### config.mk
export PLATFORM = sky130hd
export DESIGN_NAME = greedy_founder_segment_matcher_top
export DESIGN_NICKNAME = d
export VERILOG_FILES = /design/src/rtl/gfsm_pkg.sv /design/src/rtl/greedy_founder_segment_matcher_top.sv /design/src/rtl/gfsm_match.sv /design/src/rtl/gfsm_result_queue.sv
export SDC_FILE = /design/constraint.sdc
export NUM_CORES = 1
export LEC_CHECK = 0
export BUFFER_PORTS_ARGS = -buffer_cell sky130_fd_sc_hd__buf_4
export CORE_MARGIN = 10
export CORE_UTILIZATION = 44
export CTS_BUF_LIST = sky130_fd_sc_hd__clkbuf_8
export CTS_CLUSTER_SIZE = 16
export DETAILED_ROUTE_END_ITERATION = 7
export PLACE_DENSITY = 0.7
export SLEW_MARGIN = 15
export SYNTH_ARGS = -nofsm -noshare
export SYNTH_HDL_FRONTEND = slang
export SYNTH_SLANG_ARGS = --single-unit
### constraint.sdc
create_clock -name clk -period 11.5 [get_ports clk]
set_input_delay 2.3 -clock clk [delete_from_list [all_inputs] [get_ports clk]]
set_output_delay 2.3 -clock clk [all_outputs]
set_load 0.05 [all_outputs]
### src/rtl/gfsm_pkg.sv
// Shared types and constants for the greedy founder segment matcher.
// Used by gfsm_match, gfsm_result_queue and the top level; no dependencies.
`timescale 1ns / 1ps

package gfsm_pkg;

    // Number of founders that take part in the comparison (1 to 8).
    localparam int NUM_FOUNDERS = 8;

    localparam int ID_W     = 16;
    localparam int CHAR_W   = 8;
    localparam int POS_W    = 32;
    localparam int MASK_W   = 8;
    localparam int COLUMN_W = 64;

    // Mask with the low NUM_FOUNDERS bits set.
    localparam logic [MASK_W-1:0] ALL_FOUNDERS = MASK_W'((1 << NUM_FOUNDERS) - 1);

    // Most results that one character can cause.
    localparam int MAX_RESULTS = 3;

    // Result queue geometry.
    localparam int QUEUE_DEPTH = 4;
    localparam int QPTR_W      = $clog2(QUEUE_DEPTH);
    localparam int QCNT_W      = $clog2(QUEUE_DEPTH + 1);

    typedef logic [1:0] res_count_t;

    typedef enum logic {
        KIND_RANGE     = 1'b0,
        KIND_NOT_FOUND = 1'b1
    } kind_t;

    typedef struct packed {
        kind_t              kind;
        logic [ID_W-1:0]    seq_id;
        logic [POS_W-1:0]   range_start;
        logic [POS_W-1:0]   range_end;
        logic [MASK_W-1:0]  founders;
        logic [CHAR_W-1:0]  offending_char;
        logic               end_of_results;
    } result_t;

    // Results of one character, in order, with their number.
    typedef struct packed {
        res_count_t                  count;
        result_t [MAX_RESULTS-1:0]   res;
    } result_group_t;

endpackage

### src/rtl/greedy_founder_segment_matcher_top.sv
// Top level of the greedy founder segment matcher: input register, matcher
// and result queue. Depends on gfsm_pkg, gfsm_match and gfsm_result_queue.
`timescale 1ns / 1ps

//  Channel | Direction | Content
//  s_*     | in        | one sequence character with the founder column, tlast = final char
//  m_*     | out       | one range or not-found result, tuser = kind, tlast = end of results
//
//  A request passes from the input register through the combinational matcher into
//  the result queue, whose entries hold the results for m_*; a queue without room
//  for a full group holds the request in the input register.
//  One request per cycle is taken while each causes at most one result and the output
//  does not stall; after a request that causes two or three results, the next request
//  waits in the input register until the four-entry queue has three free slots again.
//  Reset clears the matcher to all founders live at position zero and empties
//  the queue. A stalled output holds the result steady and backs up the input.

module greedy_founder_segment_matcher_top (
    input  logic         clk,
    input  logic         rst_n,
    // Input stream
    input  logic         s_tvalid,
    output logic         s_tready,
    input  logic [87:0]  s_tdata,   // sequence_id[15:0], seq_char[23:16], founder_column[87:24]
    input  logic         s_tlast,   // final_char
    // Output stream
    output logic         m_tvalid,
    input  logic         m_tready,
    output logic [95:0]  m_tdata,   // out_sequence_id[15:0], range_start[47:16],
                                    // range_end[79:48], matching_founders[87:80],
                                    // offending_char[95:88]
    output logic         m_tuser,   // kind
    output logic         m_tlast    // end_of_results
);
    import gfsm_pkg::*;

    logic                in_valid_reg, in_valid_next;
    logic [ID_W-1:0]     id_reg;
    logic [CHAR_W-1:0]   char_reg;
    logic [COLUMN_W-1:0] column_reg;
    logic                final_reg;
    logic                room;
    logic                step;
    logic                take;
    result_group_t       group;
    result_t             head;

    // The held request moves on when the queue can take a full group.
    assign step     = in_valid_reg && room;
    assign s_tready = !in_valid_reg || step;
    assign take     = s_tvalid && s_tready;

    always_comb
    begin
        in_valid_next = in_valid_reg;
        if (take)
        begin
            in_valid_next = 1'b1;
        end
        else if (step)
        begin
            in_valid_next = 1'b0;
        end
    end

    always_ff @(posedge clk or negedge rst_n)
    begin
        if (!rst_n)
        begin
            in_valid_reg <= 1'b0;
        end
        else
        begin
            in_valid_reg <= in_valid_next;
        end
    end

    // Input payload register.
    always_ff @(posedge clk)
    begin
        if (take)
        begin
            id_reg     <= s_tdata[15:0];
            char_reg   <= s_tdata[23:16];
            column_reg <= s_tdata[87:24];
            final_reg  <= s_tlast;
        end
    end

    gfsm_match u_match (
        .clk            (clk),
        .rst_n          (rst_n),
        .step           (step),
        .sequence_id    (id_reg),
        .seq_char       (char_reg),
        .founder_column (column_reg),
        .final_char     (final_reg),
        .group          (group)
    );

    gfsm_result_queue u_queue (
        .clk        (clk),
        .rst_n      (rst_n),
        .push       (step),
        .group      (group),
        .room       (room),
        .out_valid  (m_tvalid),
        .out_ready  (m_tready),
        .out_result (head)
    );

    // Output packing.
    assign m_tdata = {head.offending_char, head.founders, head.range_end,
                      head.range_start, head.seq_id};
    assign m_tuser = head.kind;
    assign m_tlast = head.end_of_results;

endmodule

### src/rtl/gfsm_match.sv
// Matching state (live mask, range start, position) and the logic that turns
// one character into its group of results. Depends on gfsm_pkg.
`timescale 1ns / 1ps

module gfsm_match (
    input  logic                         clk,
    input  logic                         rst_n,
    input  logic                         step,
    input  logic [15:0]                  sequence_id,
    input  logic [7:0]                   seq_char,
    input  logic [63:0]                  founder_column,
    input  logic                         final_char,
    output gfsm_pkg::result_group_t      group
);
    import gfsm_pkg::*;

    logic [MASK_W-1:0] live_mask_reg, live_mask_next;
    logic [POS_W-1:0]  range_left_reg, range_left_next;
    logic [POS_W-1:0]  position_reg, position_next;

    logic [MASK_W-1:0] agree;
    logic [MASK_W-1:0] kept;
    logic [MASK_W-1:0] mask_after;
    logic [POS_W-1:0]  left_after;
    logic [POS_W-1:0]  pos_after;
    result_t [MAX_RESULTS-1:0] res;
    res_count_t        n;

    // Founders whose character equals the sequence character, compared in parallel.
    always_comb
    begin
        agree = '0;
        for (int k = 0; k < NUM_FOUNDERS; k++)
        begin
            agree[k] = (founder_column[8*k +: 8] == seq_char);
        end
    end

    assign kept = live_mask_reg & agree;

    // Build the result list in order: closed range, not-found error, final result.
    always_comb
    begin
        res        = '0;
        n          = '0;
        mask_after = kept;
        left_after = range_left_reg;
        pos_after  = position_reg + POS_W'(1);

        if (kept == '0)
        begin
            res[n].kind        = KIND_RANGE;
            res[n].seq_id      = sequence_id;
            res[n].range_start = range_left_reg;
            res[n].range_end   = position_reg;
            res[n].founders    = live_mask_reg;
            n                  = n + 2'd1;
            left_after         = position_reg;
            mask_after         = ALL_FOUNDERS & agree;
            if (mask_after == '0)
            begin
                res[n].kind           = KIND_NOT_FOUND;
                res[n].seq_id         = sequence_id;
                res[n].range_end      = position_reg;
                res[n].offending_char = seq_char;
                n                     = n + 2'd1;
            end
        end

        if (final_char)
        begin
            res[n].seq_id    = sequence_id;
            res[n].range_end = pos_after;
            if (mask_after == '0)
            begin
                res[n].kind           = KIND_NOT_FOUND;
                res[n].offending_char = seq_char;
            end
            else
            begin
                res[n].kind        = KIND_RANGE;
                res[n].range_start = left_after;
                res[n].founders    = mask_after;
            end
            n = n + 2'd1;
        end

        // Mark the last result of this character.
        for (int i = 0; i < MAX_RESULTS; i++)
        begin
            res[i].end_of_results = (n != '0) && (2'(i) == n - 2'd1);
        end
    end

    assign group.count = n;
    assign group.res   = res;

    // Next state: the final character returns the matcher to its reset state.
    always_comb
    begin
        live_mask_next  = live_mask_reg;
        range_left_next = range_left_reg;
        position_next   = position_reg;
        if (step)
        begin
            if (final_char)
            begin
                live_mask_next  = ALL_FOUNDERS;
                range_left_next = '0;
                position_next   = '0;
            end
            else
            begin
                live_mask_next  = mask_after;
                range_left_next = left_after;
                position_next   = pos_after;
            end
        end
    end

    always_ff @(posedge clk or negedge rst_n)
    begin
        if (!rst_n)
        begin
            live_mask_reg  <= ALL_FOUNDERS;
            range_left_reg <= '0;
            position_reg   <= '0;
        end
        else
        begin
            live_mask_reg  <= live_mask_next;
            range_left_reg <= range_left_next;
            position_reg   <= position_next;
        end
    end

endmodule

### src/rtl/gfsm_result_queue.sv
// Small result queue: takes up to three results in one cycle, hands out one
// result per cycle on the output stream while the output takes it. Depends on gfsm_pkg.
`timescale 1ns / 1ps

module gfsm_result_queue (
    input  logic                     clk,
    input  logic                     rst_n,
    input  logic                     push,
    input  gfsm_pkg::result_group_t  group,
    output logic                     room,
    output logic                     out_valid,
    input  logic                     out_ready,
    output gfsm_pkg::result_t        out_result
);
    import gfsm_pkg::*;

    result_t           entry_reg [QUEUE_DEPTH];
    logic [QPTR_W-1:0] wr_ptr_reg, wr_ptr_next;
    logic [QPTR_W-1:0] rd_ptr_reg, rd_ptr_next;
    logic [QCNT_W-1:0] count_reg, count_next;
    res_count_t        n_push;
    logic              pop;

    assign n_push     = push ? group.count : '0;
    assign out_valid  = (count_reg != '0);
    assign pop        = out_valid && out_ready;
    assign out_result = entry_reg[rd_ptr_reg];

    // Room for a full group of results, judged from the registered fill.
    assign room = (count_reg <= QCNT_W'(QUEUE_DEPTH - MAX_RESULTS));

    // Pointer and fill arithmetic.
    always_comb
    begin
        wr_ptr_next = wr_ptr_reg + QPTR_W'(n_push);
        rd_ptr_next = rd_ptr_reg + QPTR_W'(pop);
        count_next  = count_reg + QCNT_W'(n_push) - QCNT_W'(pop);
    end

    always_ff @(posedge clk or negedge rst_n)
    begin
        if (!rst_n)
        begin
            wr_ptr_reg <= '0;
            rd_ptr_reg <= '0;
            count_reg  <= '0;
        end
        else
        begin
            wr_ptr_reg <= wr_ptr_next;
            rd_ptr_reg <= rd_ptr_next;
            count_reg  <= count_next;
        end
    end

    // Result storage: each result of the group goes to its own slot.
    always_ff @(posedge clk)
    begin
        for (int i = 0; i < MAX_RESULTS; i++)
        begin
            if (2'(i) < n_push)
            begin
                entry_reg[wr_ptr_reg + QPTR_W'(i)] <= group.res[i];
            end
        end
    end

endmodule

==> impl_results.md, run 1 <==
- Mux share of post-synthesis cell area: 7.980%
- Synthesized instance count: 2,255
- Switch share: 43.62%
- Non-Filler Instances: 3,302
- Slew margin rel.: 17.58%
- Netlist cell types: 80
- Crit. End Element: output port
- Status: finished with violations
- Flip-flop count of the largest register after layout: 392
- Per-cell routed wire length: 28.32 um
- Initial DRC count: 3,005
- ANT nets after route: 0
- Worst skew pair latency: 0.71 ns
- Setup TNS: 0 ns
- Pin count of the biggest net entering global routing: 87
- IO Count: 193
- Tightest Pin Transition: 1.232 ns
- Hold_buf cts: 0
- FILL cells: 5,519
- Initial Util: 44.58%
- # resized after CTS: 0
- Power Density: 282.0 nW/um^2
- Comb pwr share: 44.2%
- Initial antenna violation count: 1
- H-tree depth: 3
- Peak supply drop: 207.1 uV
- FF/Latch Area: 16,460 sq um
- Final Max Slew Viols: 0
- Dpl hpwl: 58,740 um
- Simple-Gate Fraction of Synth Area: 10.65%
- Post-synthesis net count: 2,355
- Placed inst area: 30,360 sq um
- Synthesized cell area: 28,220 sq um
- Vias per inst: 6.507
- Synth Area in Compound Gates: 16.28%
- Post-synthesis adder-cell area fraction: 0.3724%
- Cell type with the largest total area after synthesis: edfxtp_1
- Area of the multi-input gates: 10,910 sq um
- CP Class: reg -> out
- Vias: 21,490
- Area grow syn2layout: 14.10%
- Final Skew: 0.02463 ns
- Switch Pwr: 3962 uW
- CTS tree: done
- DRT Wirelength: 93,520 um
- Clock Power Share: 19.5%
- Worst Hold Class: reg -> reg
- DP Cell Count: 3,131
- Worst reg2reg setup slack: 5.96 ns
- Internal: 5120 uW
- Yosys warnings: 0
- Avg Cell Area, Syn: 12.51 sq um
- Post-synth top flop: edfxtp_1
- Fin. Hold Viols: 0
- Share of cells above drive strength 1: 21.06%
- Core ar.: 63,310 sq um
- GPL Wtd Cong: 0.9900
- Final Setup Violations: 0
- Yosys top cell area share: 51.18%
- RSZ-0062 raised after global routing: no
- Most numerous cell in the Yosys netlist: edfxtp_1
- P_leak: 0.01097 uW
- PortBufs: 192
- Crit share post-route: 49.83%
- GR Util All Layers: 24.43%
- Root Driver: clkbuf_8
- Number of global-route vias before repair: 21,520
- Register area share after synthesis: 58.31%
- Clk buf depth: 3
- CP Launch Type: flop
- Synth area leaders: edfxtp_1, mux4_2, dfrtp_1, a22oi_1, nand2_1
- First-pass GRT wire length: 139,000 um
- Die width: 273.3 um
- Max Cap Viol: 0
- Drt drc: 17
- CTS Buf Count: 93
- Nets@finish: 2,480
- Failing checks: design-rule violations
- Synth top cells by count: edfxtp_1, nand2_1, clkbuf_1, o21ai_0, a22oi_1
- Flop pwr share: 36.3%
- Pre-Repair DR Iteration Count: 8
- Clock Pin Slew Worst Setup and Hold Paths: 0.06 ns
- Fmax: 174.5 MHz
- Gr ovfl total: 0
- Design Area, Final: 32,200 sq um
- Largest family of logic cells by synthesized area: compound AO/OA/AOI/OAI gates
- Post-synthesis register bit count: 561
- Finished Core Util: 50.86%
- Setup Fix Bufs, Post-CTS: 0
- DIE AREA: 74,670 sq um
- Critical path fanouts, max: 45
- Row count: 92
- Post-synth EDFFs: 481
- Post-Synth XOR/XNOR Area: 2.762%
- Critical path data arrival time: 3.43 ns
- Worst EP required: 9.20 ns
- Crit path time final: 5.730 ns
- Post-synth ARST share: 14.26%
- Die Y: 273.3 um
- TritonCTS Sinks: 561
==> cell usage in the layout, fill, tap and decap left out, drive strengths merged, types with 5 or more instances in the layout <==
master   instances
xor2             6
xnor2           83
a221o           34
a22oi          114
a32o            43
ha               6
dfrtp           72
nor3            39
dfstp            8
o211ai          18
o22a            10
or3              7
nand4           33
clkbuf          99
nand2          196
o21a             8
nand3           97
o22ai           17
clkinv          22
inv             75
nor2            94
mux4            98
a21oi           59
a31oi           14
and2           103
and3            13
o2bb2ai         33
o21ai          202
o31ai           18
edfxtp         481
a2bb2oi          7
a22o             8
o221ai          21
a211oi           9
bufinv           6
a32oi            5
nor4             5
buf            238
==> logic make-up (layout without fill, tap and decap cells) <==
family | after synthesis | after routing
AOI/OAI and AO/OA | 649 | 649
and+or+nand+nor | 603 | 603
DFF | 561 | 561
other | 0 | 1
adders and majority gates | 8 | 8
xor gates and xnor gates | 89 | 89
buffers and inverters | 243 | 443
muxes | 102 | 102
==> path summary, 6_finish.rpt <==
check / from / to / depth (start not counted)
hold reg to reg: u_match.live_mask_reg[4]$_DFFE_PN1P_ / u_match.live_mask_reg[4]$_DFFE_PN1P_ / 1
min in group asynchronous: rst_n / u_queue.count_reg[0]$_DFF_PN0_ / 1
setup / recovery: u_queue.rd_ptr_reg[0]$_DFF_PN0_ / m_tdata[76] / 3
setup reg to reg: char_reg[6]$_DFFE_PP_ / u_queue.entry_reg[0][83]$_DFFE_PP_ / 10
max in group asynchronous: rst_n / u_queue.rd_ptr_reg[1]$_DFF_PN0_ / 2
hold / removal: u_match.live_mask_reg[4]$_DFFE_PN1P_ / u_match.live_mask_reg[4]$_DFFE_PN1P_ / 1
==> critical path, stage by stage (launching register included) <==
cell,delay [ns]
dfrtp_4,0.88
buf_4,0.88
mux4_2,0.70
buf_4,0.23
==> routing by layer <==
| layer | vias to the layer above | share of wire [%] | track usage, % |
|---|---|---|---|
| li1 | 9112 | - | - |
| met1 | 10640 | 38 | 31.56 |
| met2 | 1466 | 48 | 39.01 |
| met3 | 264 | 11 | 6.245 |
| met4 | 2 | 3.6 | 9.523 |
| met5 | - | 0.014 | 0 |
==> power by group through the flow <==
stage          Sequential [uW]  Combinational [uW]  Clock (uW)
2_1_floorplan             3190                2780           0
3_3_place_gp              3300                4000           0
3_5_place_dp              3340                4020           0
4_1_cts                   3300                4040        1790
5_1_grt                   3360                4200        1890
6_report                  3300                4010        1770
==> metrics by stage <==
stage	power (uW)	worst slack (ns)	hold slack, ns
3_5_place_dp	7360	6.002	0.5443
3_3_place_gp	7294	6.091	0.5342
2_1_floorplan	5977	4.555	0.4765
4_1_cts	9129	5.639	0.5524
6_report	9082	5.770	0.5557
5_1_grt	9451	5.516	0.5713
==> final cells by class <==
cell class	instances	area share, %
antenna	1	0.007771
clock inverter	71	1.453
tap	846	3.287
timing repair buffer	238	5.599
inverter	35	0.4080
multi-input combinational	1451	33.89
clock buffer	99	4.231
sequential	561	51.13
Power figures use the tool's default switching activity.
==> run 2: changes to the inputs <==
==> constraint.sdc (replaced) <==
create_clock -name clk -period 5.3 [get_ports clk]
set_input_delay 1.06 -clock clk [delete_from_list [all_inputs] [get_ports clk]]
set_output_delay 1.06 -clock clk [all_outputs]
set_load 0.05 [all_outputs]
==> run 2 against run 1 <==
The flow now finishes without violations; sequential share of layout area down 0.29 points; critical path depth increased by 7; via count is 1.6% higher; cell count increased by 0.67%; critical path type is now reg -> reg; largest power group unchanged; highest routed layer unchanged.
==> impl_results.md, run 2 (synthesis gave the netlist of run 1 again) <==
- Worst EP required: 5.64 ns
- Tot Pwr: 19,750 uW
- Origin of the critical flop-to-flop path: char_reg[5]$_DFFE_PP_
- Crit share post-route: 82.93%
- Die width: 273.3 um
- TritonCTS Sinks: 561
- Pre-CTS setup slack: 0.9894 ns
- Max Cap Viol: 0
- Crit. End Element: flop
- Design Area, Final: 32,390 sq um
- Per-cell routed wire length: 28.15 um
- Area grow syn2layout: 14.76%
- Worst R2R End: u_queue.entry_reg[0][57]$_DFFE_PP_
- # resized after CTS: 0
- Peak supply drop: 725.7 uV
- IO Count: 193
- Max incr delay on CP: 0.74 ns
- Vias per inst: 6.570
- Pin count of the biggest net entering global routing: 73
- CP Launch Type: flop
- Dpl hpwl: 60,060 um
- Tightest Pin Transition: 1.311 ns
- GPL Wtd Cong: 0.9767
- Root Driver: clkbuf_8
- Pre-Repair DR Iteration Count: 6
- CP bufs+invs: 2
- Critical path data arrival time: 4.74 ns
- Commonest cells after routing, fill and taps aside: edfxtp_1, buf_4, nand2_1
- GR Util All Layers: 24.35%
- Final setup margin: 0.9049 ns
- DIE AREA: 74,670 sq um
- CTS Buf Count: 94
- Status: finished, final reports clean
- Initial DRC count: 3,525
- CTS tree: done
- Gr ovfl total: 0
- Number of global-route vias before repair: 21,750
- Clock Pin Slew Worst Setup and Hold Paths: 0.06 ns
- P_leak: 0.01108 uW
- Nets@finish: 2,501
- CP top delay family: simple AND/OR/NAND/NOR gates
- Initial antenna violation count: 1
- Hold_buf cts: 0
- Power Density: 609.9 nW/um^2
- FILL cells: 5,390
- Worst Hold Class: in -> async
- Hold WS: 0.3805 ns
- Row count: 92
- Flip-flop count of the largest register after layout: 392
- H-tree depth: 3
- Final Setup Violations: 0
- First-pass GRT wire length: 138,900 um
- Setup TNS: 0 ns
- Core ar.: 63,310 sq um
- Most common cell after layout, fill and taps aside: edfxtp_1
- Placed inst area: 30,650 sq um
- Setup Fix Bufs, Post-CTS: 0
- Final Skew: 0.04037 ns
- Drt drc: 0
- CP cell instances: xnor2_1 > nand4_1 > nor3_1 > a2111o_1 > nor2_4 > buf_4 > nand2_1 > a21oi_1 > o311a_4 > buf_12
- CP max stage cell: nor2_4
- Clk buf depth: 3
- Worst reg2reg setup slack: 0.90 ns
- Slew margin rel.: 12.13%
- Crit. path cell count: 10
- Worst skew pair latency: 0.71 ns
- Die Y: 273.3 um
- DRT Wirelength: 93,580 um
- Final Max Slew Viols: 0
- Fmax: 227.5 MHz
- ANT nets after route: 0
- Vias: 21,840
- Fin. Hold Viols: 0
- RSZ-0062 raised after global routing: no
- Initial Util: 44.58%
- PortBufs: 192
- Critical path fanouts, max: 51
- Reg2Reg Depth: 10
- Share of cells above drive strength 1: 21.88%
- CP Class: reg -> reg
- Crit path time final: 4.395 ns
run 2: worst max path at each step:
stage	slack, ns	startpoint	to
6_report	0.90	char_reg[5]$_DFFE_PP_	u_queue.entry_reg[0][57]$_DFFE_PP_
5_1_grt	0.76	char_reg[6]$_DFFE_PP_	u_queue.entry_reg[0][55]$_DFFE_PP_
4_1_cts	0.98	char_reg[6]$_DFFE_PP_	u_queue.entry_reg[0][23]$_DFFE_PP_
3_5_place_dp	0.99	char_reg[6]$_DFFE_PP_	u_queue.entry_reg[0][75]$_DFFE_PP_
3_3_place_gp	1.07	char_reg[6]$_DFFE_PP_	u_queue.entry_reg[0][63]$_DFFE_PP_
2_1_floorplan	0.002	char_reg[6]$_DFFE_PP_	u_queue.entry_reg[3][0]$_DFFE_PP_
run 2: report_power, final:
group	switching [uW]	total, uW	internal (uW)
Sequential	760	7240	6480
Clock	1790	3600	1810
Combinational	6180	8910	2730
Total	8740	19800	11000
run 2: layout make-up:
type | count | area, sq um | share of cell area [%]
Clock buffer | 101 | 1390 | 4.292
Tap cell | 846 | 1059 | 3.268
Antenna cell | 1 | 2.502 | 0.007726
Clock inverter | 71 | 344.1 | 1.062
Multi-Input combinational cell | 1451 | 10900 | 33.65
Inverter | 35 | 131.4 | 0.4056
Sequential cell | 561 | 16460 | 50.83
Timing Repair Buffer | 258 | 2100 | 6.483
run 2: worst register-to-register path, stage by stage (launching register included):
cell      delay [ns]
edfxtp_1        0.63
xnor2_1         0.24
nand4_1         0.18
nor3_1          0.12
a2111o_1        0.59
nor2_4          0.74
buf_4           0.52
nand2_1         0.10
a21oi_1         0.29
o311a_4         0.24
buf_12          0.32
run 2: metrics by stage:
stage / instances / utilization [%]
2_1_floorplan: 2255 / -
3_3_place_gp: 3151 / 48.41
3_5_place_dp: 3151 / 48.41
4_1_cts: 3323 / 51.15
5_1_grt: 3323 / 51.15
6_report: 3324 / 51.16
run 2: routing by layer:
layer	global-route usage [%]	vias up	wire, um
li1	-	9147	-
met1	31.78	10720	34440
met2	38.72	1659	44210
met3	5.249	315	10830
met4	10.67	2	4085
met5	0	-	20
